[config.mk]
export PLATFORM = sky130hd
export DESIGN_NAME = hufw_front
export DESIGN_NICKNAME = d
export VERILOG_FILES = /design/src/rtl/core/hufw_pkg.sv /design/src/rtl/core/hufw_front.sv
export SDC_FILE = /design/constraint.sdc
export NUM_CORES = 1
export LEC_CHECK = 0
export BUFFER_PORTS_ARGS = -buffer_cell sky130_fd_sc_hd__buf_4
export CAP_MARGIN = 20
export CORE_UTILIZATION = 53
export CTS_CLUSTER_DIAMETER = 100
export DETAILED_ROUTE_END_ITERATION = 6
export PLACE_DENSITY = 0.8
export SKIP_LAST_GASP = 1
export SYNTH_ARGS = -nofsm -noshare
export SYNTH_HDL_FRONTEND = slang
export SYNTH_SLANG_ARGS = --single-unit
[constraint.sdc]
create_clock -name clk -period 5.1 [get_ports clk]
set_input_delay 1.02 -clock clk [delete_from_list [all_inputs] [get_ports clk]]
set_output_delay 1.02 -clock clk [all_outputs]
set_load 0.02 [all_outputs]
[src/rtl/core/hufw_pkg.sv]
// Shared types and constants of the Huffman tree-walk decoder.
package hufw_pkg;

	localparam int NODE_COUNT   = 512;
	localparam int NODE_IDX_W   = $clog2(NODE_COUNT);
	localparam int SYM_W        = 16;
	localparam int WORD_BITS    = 32;
	localparam int BIT_CNT_W    = $clog2(WORD_BITS + 1);
	localparam int QUEUE_DEPTH  = 2;
	localparam int QUEUE_PTR_W  = $clog2(QUEUE_DEPTH);
	localparam int QUEUE_CNT_W  = $clog2(QUEUE_DEPTH + 1);
	localparam int CFG_IDX_W    = 1;
	localparam int CFG_DATA_W   = 16;

	localparam logic [NODE_IDX_W-1:0] ROOT_INDEX_RESET   = '0;
	localparam logic [SYM_W-1:0]      EMPTY_SYMBOL_RESET = '1;

	typedef enum logic {
		OP_LOAD   = 1'b0,
		OP_STREAM = 1'b1
	} op_t;

	typedef enum logic [CFG_IDX_W-1:0] {
		REG_ROOT_INDEX   = 1'b0,
		REG_EMPTY_SYMBOL = 1'b1
	} reg_idx_t;

	typedef enum logic [2:0] {
		ST_IDLE,
		ST_RD_ROOT,
		ST_RD_CUR,
		ST_FIRST,
		ST_WALK,
		ST_FLUSH
	} back_state_t;

	typedef struct packed {
		logic [NODE_IDX_W-1:0] left;
		logic [NODE_IDX_W-1:0] right;
		logic [SYM_W-1:0]      sym;
	} node_t;

	typedef struct packed {
		op_t                   op;
		logic [NODE_IDX_W-1:0] node_index;
		logic [NODE_IDX_W-1:0] left;
		logic [NODE_IDX_W-1:0] right;
		logic [SYM_W-1:0]      sym;
		logic [WORD_BITS-1:0]  word;
		logic                  eos;
	} cmd_t;

	typedef struct packed {
		logic [NODE_IDX_W-1:0] root_index;
		logic [SYM_W-1:0]      empty_symbol;
	} cfg_t;

endpackage

[src/rtl/core/hufw_front.sv]
// Front end: accepts input transactions, classifies them and queues them for the walk engine.
module hufw_front import hufw_pkg::*; (
	input  logic                  clk,
	input  logic                  arst_n,
	input  logic                  in_valid,
	output logic                  in_stall,
	input  logic                  operation,
	input  logic [NODE_IDX_W-1:0] node_index,
	input  logic [NODE_IDX_W-1:0] left_child,
	input  logic [NODE_IDX_W-1:0] right_child,
	input  logic [SYM_W-1:0]      node_symbol,
	input  logic [WORD_BITS-1:0]  stream_word,
	input  logic                  end_of_stream,
	output logic                  cmd_valid,
	output cmd_t                  cmd,
	input  logic                  cmd_pop
);

	cmd_t                   queue_q [QUEUE_DEPTH];
	logic [QUEUE_PTR_W-1:0] wr_ptr_q;
	logic [QUEUE_PTR_W-1:0] rd_ptr_q;
	logic [QUEUE_CNT_W-1:0] cnt_q;
	logic                   push;
	cmd_t                   new_cmd;

	assign in_stall  = (cnt_q == QUEUE_CNT_W'(QUEUE_DEPTH));
	assign push      = in_valid && !in_stall;
	assign cmd_valid = (cnt_q != '0);
	assign cmd       = queue_q[rd_ptr_q];

	always_comb begin
		new_cmd            = '0;
		new_cmd.op         = op_t'(operation);
		unique case (op_t'(operation))
			OP_LOAD: begin
				new_cmd.node_index = node_index;
				new_cmd.left       = left_child;
				new_cmd.right      = right_child;
				new_cmd.sym        = node_symbol;
			end
			OP_STREAM: begin
				new_cmd.word = stream_word;
				new_cmd.eos  = end_of_stream;
			end
			default: new_cmd = '0;
		endcase
	end

	always_ff @(posedge clk) begin
		if (push) begin
			queue_q[wr_ptr_q] <= new_cmd;
		end
	end

	always_ff @(posedge clk or negedge arst_n) begin
		if (!arst_n) begin
			wr_ptr_q <= '0;
			rd_ptr_q <= '0;
			cnt_q    <= '0;
		end else begin
			if (push) begin
				wr_ptr_q <= (wr_ptr_q == QUEUE_PTR_W'(QUEUE_DEPTH - 1)) ? '0 : wr_ptr_q + 1'b1;
			end
			if (cmd_pop) begin
				rd_ptr_q <= (rd_ptr_q == QUEUE_PTR_W'(QUEUE_DEPTH - 1)) ? '0 : rd_ptr_q + 1'b1;
			end
			if (push && !cmd_pop) begin
				cnt_q <= cnt_q + 1'b1;
			end else if (!push && cmd_pop) begin
				cnt_q <= cnt_q - 1'b1;
			end
		end
	end

	a_cnt_bound: assert property (@(posedge clk) disable iff (!arst_n)
		cnt_q <= QUEUE_CNT_W'(QUEUE_DEPTH))
		else $error("Command queue count exceeds its depth.");

	a_pop_nonempty: assert property (@(posedge clk) disable iff (!arst_n)
		cmd_pop |-> cnt_q != '0)
		else $error("Command queue popped while empty.");

endmodule

==> run summary, run 1 <==
status: finished with violations
failing checks: DRC
Mean Syn Cell Area: 18.5 µm²
Worst Path Max Fanout: 43
GRT Util Overall: 18.9%
FP Rows: 39
Final Slew Violations: 0
antenna cells: 0
layout cells sized above 1: 52.1%
Worst-Margin Slew: 1070 ps
crit start category: flop
post-synthesis cell area: 6360 µm²
io pins: 160
CTS Hold Bufs: 0
synthesis-to-layout area growth: 31.1%
Placer Congestion: 0.691
critical path arrival: 2130 ps
vias in the first global route: 3528
clock root buffer: clkbuf_16
initial drt markers: 195
Clock Skew: 10.0 ps
WP data required: 4080 ps
Routed WL: 11.1 mm
crit path cell chain: buf_16 -> mux2_2 -> buf_4
Pleak: 3.28 nW
Final Cell Area: 8340 µm²
H-tree levels: 4
crit-path max cell delay: 820 ps
Clock Path Buffers: 2
crit path time final: 3150 ps
Final HPWL DP: 6.77 mm
CTS clk-pin slew, worst paths: 60 ps
first-pass GRT wire length: 17.5 mm
CP Class: flop to output port
slowest stage cell, crit path: dfrtp_4
CP endpoint kind: output port
Seq/Total Area, Yosys: 74.3%
CTS tree: yes
initial antenna violation count: 0
met2 GRT Util: 30.6%
Port Buf Inserts: 159
synth warn: 0
grt peak-use layer: met2
post-layout net count: 589
r2r startpoint: cnt_q[0]$_DFFE_PN0P_
PwrDens: 592 nW/µm²
register bit total from synthesis: 158
DR DRC count: 11
f_max: 318 MHz
min-delay worst type: input pin to async pin
drt pass-1 iters: 7
Finish-stage setup viols: 0
GRT Residual Overflow: 0
Post-CTS Setup Repair Bufs: 0
PostCTS Resize Cnt: 0
reg2reg end: queue_q[1][35]$_DFFE_PP_
register-to-register setup slack: 3200 ps
Chip Width: 112 µm
Core Area: 11600 µm²
number of cells produced by synthesis: 343
Max Cap Viol: 0
post-synthesis net count: 425
post-route ant nets: 0
Placement Cell Area: 7710 µm²
total CTS buffers: 17
worst reg2reg path depth: 2
Total Die Area: 12400 µm²
setup TNS: 0 ps
drt wl/cell: 16.8 µm
Tcrit/Tclk final: 61.7%
largest net degree at the start of global routing: 79
Worst Setup SP: rd_ptr_q$_DFFE_PN0P_
final hold violation count: 0
post-synthesis cell type count: 19
GRT met3 Usage: 8.11%
Max transition margin: 28.5%
Starting Density: 55.0%
Worst VDD drop: 0.338 mV
Vias per Instance: 5.09
via count of the routed design: 3373
worst skew pair latency: 420 ps
clk sinks: 158
unrepaired setup endpoints after global routing: false
chip height: 112 µm
GR Layer Usage met1: 22.6%
[worst max-delay path, delay by kind of cell (launching register included)]
kind                   cells  cell delay [ps]
buffers and inverters      2              470
muxes                      1              390
DFF                        1              820
[state kept, by name, summed over array words and instances, names as in the netlist]
register and cells:
queue_q 154, rd_ptr_q 1, cnt_q 2, wr_ptr_q 1
[layout by cell type (no fill, tap or decap), types with 5 or more instances in the layout]
| master | n |
|---|---|
| buf_4 | 159 |
| bufinv_16 | 5 |
| mux2_2 | 57 |
| mux2_4 | 20 |
| and2_1 | 33 |
| and2b_1 | 13 |
| clkbuf_16 | 17 |
| nor2b_1 | 30 |
| edfxtp_1 | 154 |
[cells by family (layout without fill, tap and decap cells)]
group         count (synthesis)  count (layout)  share of synthesized area [%]
flops                       158             158                           74.3
simple gates                 82              82                           8.20
mux                          77              77                           14.8
buf+inv                      20             197                           1.83
xor+xnor                      5               5                          0.689
fa+ha+maj                     1               1                          0.197
[metal layers]
| metal | wire length (µm) | vias to the layer above |
|---|---|---|
| li1 | - | 1603 |
| met1 | 4530 | 1616 |
| met2 | 5410 | 139 |
| met3 | 1030 | 15 |
| met4 | 136 | 0 |
| met5 | 0 | - |
[synth_stat cells]
library cell | count | area [µm²]
nor2_1 | 2 | 7.51
inv_1 | 3 | 11.3
and2b_1 | 13 | 97.6
xor2_1 | 3 | 26.3
nand2b_1 | 1 | 6.26
and2_1 | 33 | 206
or2_2 | 1 | 6.26
edfxtp_1 | 154 | 4620
nor2b_1 | 30 | 188
dfrtp_1 | 4 | 100
buf_2 | 9 | 45.0
clkbuf_1 | 4 | 15.0
and3_1 | 1 | 6.26
ha_1 | 1 | 12.5
xnor2_1 | 2 | 17.5
nand2_1 | 1 | 3.75
mux2_4 | 20 | 300
mux2_2 | 57 | 642
buf_6 | 4 | 45.0
[worst max-delay path by stage]
stage / cells past startpoint / end / slack (ps)
floorplan: 2 / queue_q[0][0]$_DFFE_PP_ / 270
global placement: 2 / cmd[33] / 2230
detailed placement: 3 / cmd[33] / 2360
CTS: 3 / cmd[33] / 1900
global route: 3 / cmd[33] / 1860
finish: 3 / cmd[33] / 1950
[layout make-up]
class | instances | area [µm²]
inverters | 3 | 11.3
multi-input cells | 165 | 1530
fillers | 739 | 3220
clock buffers | 19 | 433
flip-flops and latches | 158 | 4730
well taps | 143 | 179
clock inverters | 13 | 195
repair buffers | 162 | 1260
[through the flow]
stage	hold WS (ps)	utilization [%]	std cells	power [mW]	setup slack [ps]
CTS	369	72.1	663	4.99	1900
finish	392	72.1	663	4.93	1950
global route	373	72.1	663	5.13	1860
floorplan	456	-	343	3.02	266
global placement	477	66.3	629	3.60	2230
detailed placement	495	66.7	631	3.65	2360
[power breakdown]
| part | total, mW | internal (mW) | switching, mW |
|---|---|---|---|
| Sequential | 1.94 | 1.80 | 0.144 |
| Clock | 1.33 | 0.861 | 0.471 |
| Combinational | 1.66 | 0.806 | 0.855 |
Power figures use the tool's default switching activity.
==> run 2: changes to the inputs <==
==> constraint.sdc (replaced) <==
create_clock -name clk -period 2.9 [get_ports clk]
set_input_delay 0.58 -clock clk [delete_from_list [all_inputs] [get_ports clk]]
set_output_delay 0.58 -clock clk [all_outputs]
set_load 0.02 [all_outputs]
==> run 2 against run 1 <==
Effect of this change:
- the flow still finishes with violations (DRC)
- clock-buffer cell count rose by 1
- hold slack got worse by 41 ps
- global-route usage rose by 0.54 points
==> run summary, run 2 (synthesis results as in run 1) <==
Finish-stage setup viols: 0
r2r startpoint: cnt_q[0]$_DFFE_PN0P_
Clock Path Buffers: 2
GRT Util Overall: 19.4%
Final HPWL DP: 7.18 mm
clock root buffer: clkbuf_16
post-layout net count: 592
layout cells sized above 1: 51.5%
Worst Setup SP: rd_ptr_q$_DFFE_PN0P_
most frequent cells in the layout: 161 x buf_4, 154 x edfxtp_1, 57 x mux2_2
antenna cells: 0
met2 GRT Util: 32.3%
GR Layer Usage met1: 22.9%
biggest registers after layout: queue_q: 154 flops, cnt_q: 2 flops
slowest stage cell, crit path: dfrtp_4
Total Die Area: 12400 µm²
initial drt markers: 182
Starting Density: 55.0%
CTS clk-pin slew, worst paths: 60 ps
failing checks: DRC
most flop-heavy register: queue_q
FP Rows: 39
worst reg2reg path depth: 3
drt pass-1 iters: 6
Clock Skew: 6.07 ps
PostCTS Resize Cnt: 0
clk sinks: 158
first-pass GRT wire length: 18.2 mm
post-route ant nets: 0
worst skew pair latency: 410 ps
crit path to: cmd[17]
CTS tree: yes
Core Area: 11600 µm²
io pins: 160
H-tree levels: 4
DR DRC count: 11
Pleak: 3.26 nW
chip height: 112 µm
Chip Width: 112 µm
crit path cell chain: buf_12 -> mux2_2 -> buf_4
via count of the routed design: 3423
setup TNS: 0 ps
grt peak-use layer: met2
Worst-Margin Slew: 734 ps
CP Class: flop to output port
Vias per Instance: 5.15
Routed WL: 11.5 mm
crit start category: flop
vias in the first global route: 3728
min-delay worst type: input pin to flop
status: finished with violations
Min Hold Slack: 350 ps
f_max: 396 MHz
register-to-register setup slack: 1150 ps
WP data required: 2320 ps
Final Slew Violations: 0
Port Buf Inserts: 159
GRT Residual Overflow: 0
crit path time final: 2530 ps
final hold violation count: 0
initial antenna violation count: 0
total CTS buffers: 17
reg2reg end: queue_q[1][19]$_DFFE_PP_
Worst VDD drop: 0.594 mV
crit-path max cell delay: 730 ps
most common cell after layout, fill and taps aside: buf_4
Max transition margin: 51.0%
critical path arrival: 1950 ps
GRT met3 Usage: 7.13%
CP endpoint kind: output port
largest net degree at the start of global routing: 79
Tcrit/Tclk final: 87.1%
max FFs per register: 154
synthesis-to-layout area growth: 30.0%
Placer Congestion: 0.710
Worst Path Max Fanout: 28
PwrDens: 1020 nW/µm²
unrepaired setup endpoints after global routing: false
drt wl/cell: 17.3 µm
Max Cap Viol: 0
run 2: cell types whose count changed in the layout (fill, tap and decap cells not counted):
| cell | before | now |
|---|---|---|
| bufinv_16 | 5 | 2 |
| buf_12 | 2 | 3 |
| buf_4 | 159 | 161 |
| dlygate4sd3_1 | 0 | 1 |
| clkinv_2 | 3 | 5 |
| buf_16 | 1 | 0 |
| clkbuf_1 | 2 | 3 |
| clkinvlp_4 | 3 | 0 |
| clkinv_1 | 2 | 4 |
run 2: metal layers:
metal	vias to the layer above	routed length [µm]
li1	1603	-
met1	1676	4590
met2	132	5900
met3	12	892
met4	0	124
met5	-	0
run 2: worst min-delay path by stage:
stage / cells after the start / start / endpoint
6_report: 2 / cmd_pop / rd_ptr_q$_DFFE_PN0P_
5_1_grt: 2 / cmd_pop / rd_ptr_q$_DFFE_PN0P_
4_1_cts: 2 / cmd_pop / rd_ptr_q$_DFFE_PN0P_
3_3_place_gp: 1 / arst_n / wr_ptr_q$_DFFE_PN0N_
2_1_floorplan: 0 / arst_n / cnt_q[0]$_DFFE_PN0P_
3_5_place_dp: 1 / arst_n / rd_ptr_q$_DFFE_PN0P_
run 2: per-stage QoR:
| stage | area, µm² | std cells | util, % | worst slack [ps] | total power [mW] |
|---|---|---|---|---|---|
| 2_1_floorplan | 6370 | 343 | - | 28.3 | 5.29 |
| 3_3_place_gp | 7720 | 633 | 66.8 | 779 | 6.38 |
| 3_5_place_dp | 7720 | 633 | 66.8 | 782 | 6.44 |
| 4_1_cts | 8270 | 665 | 71.5 | 326 | 8.49 |
| 5_1_grt | 8270 | 665 | 71.5 | 282 | 8.74 |
| 6_report | 8270 | 665 | 71.5 | 375 | 8.39 |
run 2: power breakdown:
| group | internal (mW) | leakage (nW) | switching [mW] |
|---|---|---|---|
| Combinational | 1.43 | 1.49 | 1.54 |
| Sequential | 3.16 | 1.50 | 0.229 |
| Clock | 1.24 | 0.267 | 0.801 |
| Total | 5.82 | 3.26 | 2.57 |
run 2: area by class of cell:
cell class | instances | area [µm²]
Sequential cell | 158 | 4730
Fill cell | 765 | 3300
Multi-Input combinational cell | 165 | 1530
Timing Repair Buffer | 165 | 1280
Clock buffer | 20 | 437
Tap cell | 143 | 179
Clock inverter | 11 | 100
Inverter | 3 | 11.3
run 2: worst max-delay path: cells and delay by family (launching register included):
family | cells | cell delay (ps)
buf+inv | 2 | 420
flops | 1 | 730
mux | 1 | 370
run 2: repair_timing:
item / in CTS / in global routing
endpoints found under the hold margin: 4 / 0
setup buffers: 0 / 0
hold buffers: 1 / 0
==> run 3: changes to the inputs <==
--- a/config.mk
+++ b/config.mk
@@ -11,6 +11,7 @@
 export CTS_CLUSTER_DIAMETER = 100
 export DETAILED_ROUTE_END_ITERATION = 6
 export PLACE_DENSITY = 0.8
+export SETUP_SLACK_MARGIN = 0.4
 export SKIP_LAST_GASP = 1
 export SYNTH_ARGS = -nofsm -noshare
 export SYNTH_HDL_FRONTEND = slang
==> run 3 against run 2 <==
Effect of this change:
- clock-buffer cell count increased by 1
- highest routed layer unchanged
- hold slack improved by 5.9 ps
- the flow still finishes with violations (DRC)
- clock skew increased by 1.8 ps
- design area increased by 1.1%
- critical path depth is the same
- critical path type unchanged
- global-route usage is 0.75 points higher
- cell count rose by 0.30%
- die area stayed put
- setup slack better by 150 ps
==> run summary, run 3 (synthesis results as in run 1) <==
status: finished with violations
failing checks: DRC
crit start category: flop
Final HPWL DP: 7.15 mm
drt wl/cell: 17.6 µm
GRT Residual Overflow: 0
PwrDens: 1040 nW/µm²
GRT Util Overall: 20.2%
initial drt markers: 193
critical path arrival: 1790 ps
FP Rows: 39
power after layout: 8.68 mW
PostCTS Resize Cnt: 0
Routed WL: 11.8 mm
post-layout net count: 593
Chip Width: 112 µm
Pleak: 3.29 nW
Final Slew Violations: 0
clock root buffer: clkbuf_16
clk sinks: 158
Clock Path Buffers: 2
max FFs per register: 154
layout cells sized above 1: 52.5%
synthesis-to-layout area growth: 31.4%
DR DRC count: 10
WP data required: 2320 ps
Tcrit/Tclk final: 81.9%
total CTS buffers: 17
unrepaired setup endpoints after global routing: false
Filler cells: 747
Max Cap Viol: 0
via count of the routed design: 3439
Placed Cells: 633
Worst-Margin Slew: 768 ps
most flop-heavy register: queue_q
Total Die Area: 12400 µm²
worst skew pair latency: 420 ps
first-pass GRT wire length: 18.4 mm
Worst VDD drop: 0.636 mV
CP endpoint kind: output port
Starting Density: 55.0%
io pins: 160
Core Area: 11600 µm²
Clock Skew: 7.83 ps
CTS tree: yes
min-delay worst type: input pin to flop
final hold violation count: 0
Vias per Instance: 5.16
biggest registers after layout: queue_q: 154 flops, cnt_q: 2 flops
antenna cells: 0
H-tree levels: 4
CP Class: flop to output port
post-route ant nets: 0
largest net degree at the start of global routing: 79
Finish-stage setup viols: 0
Port Buf Inserts: 159
Worst Path Max Fanout: 36
most common cell after layout, fill and taps aside: buf_4
most frequent cells in the layout: 161 x buf_4, 154 x edfxtp_1, 57 x mux2_2
drt pass-1 iters: 7
fin cells: 667
crit path time final: 2370 ps
initial antenna violation count: 0
chip height: 112 µm
Placer Congestion: 0.700
setup TNS: 0 ps
vias in the first global route: 3792
Max transition margin: 48.8%
CTS clk-pin slew, worst paths: 50 ps
f_max: 421 MHz
-- run 3: cell type report --
type                       instances  area (µm²)  area share (%)
clock buffer                      21         450            5.39
clock inverter                    11         165            1.98
inverter                           3        11.3           0.135
multi-input combinational        165        1530            18.3
sequential                       158        4730            56.6
tap                              143         179            2.14
timing repair buffer             166        1290            15.4
-- run 3: through the flow --
| stage | utilization (%) | hold slack, ps | instance area [µm²] | worst slack [ps] |
|---|---|---|---|---|
| 6_report | 72.3 | 356 | 8360 | 526 |
| 5_1_grt | 72.3 | 344 | 8360 | 459 |
| 4_1_cts | 72.3 | 338 | 8360 | 505 |
| 3_5_place_dp | 66.8 | 380 | 7720 | 828 |
| 3_3_place_gp | 66.8 | 382 | 7720 | 845 |
| 2_1_floorplan | - | 284 | 6370 | 645 |
-- run 3: where the power goes --
| part | total, mW | leakage (nW) | internal, mW | switching (mW) |
|---|---|---|---|---|
| sequential | 3.34 | 1.50 | 3.16 | 0.180 |
| clock | 2.29 | 0.289 | 1.46 | 0.834 |
| combinational | 3.05 | 1.49 | 1.44 | 1.61 |
-- run 3: worst max-delay path, stage by stage (launching register included) --
cell	delay [ps]
dfrtp_4	550
buf_12	260
mux2_2	380
buf_4	160
-- run 3: path summary, 6_finish.rpt --
check | start | end | slack [ps] | cells past startpoint
worst max register to register | cnt_q[0]$_DFFE_PN0P_ | queue_q[0][15]$_DFFE_PP_ | 1030 | 4
worst min register to register | cnt_q[1]$_DFFE_PN0P_ | cnt_q[1]$_DFFE_PN0P_ | 490 | 1
worst max-delay path | rd_ptr_q$_DFFE_PN0P_ | cmd[12] | 530 | 3
max in group asynchronous | arst_n | rd_ptr_q$_DFFE_PN0P_ | 2290 | 2
min in group asynchronous | arst_n | wr_ptr_q$_DFFE_PN0N_ | 490 | 2
worst min-delay path | cmd_pop | rd_ptr_q$_DFFE_PN0P_ | 360 | 2
-- run 3: timing repair --
action / 4_1_cts / 5_1_grt
endpoints found under the setup margin: 35 / 0
setup buffers: 1 / 0
hold endpoints to repair: 4 / 0
hold buffers: 1 / 0
-- run 3: metal layers --
metal / vias to the layer above / wire length, µm / GRT usage (%)
met5: - / 0 / 0
met4: 0 / 151 / 8.20
met3: 16 / 973 / 8.17
met2: 127 / 6000 / 34.8
met1: 1690 / 4630 / 22.3
li1: 1606 / - / -
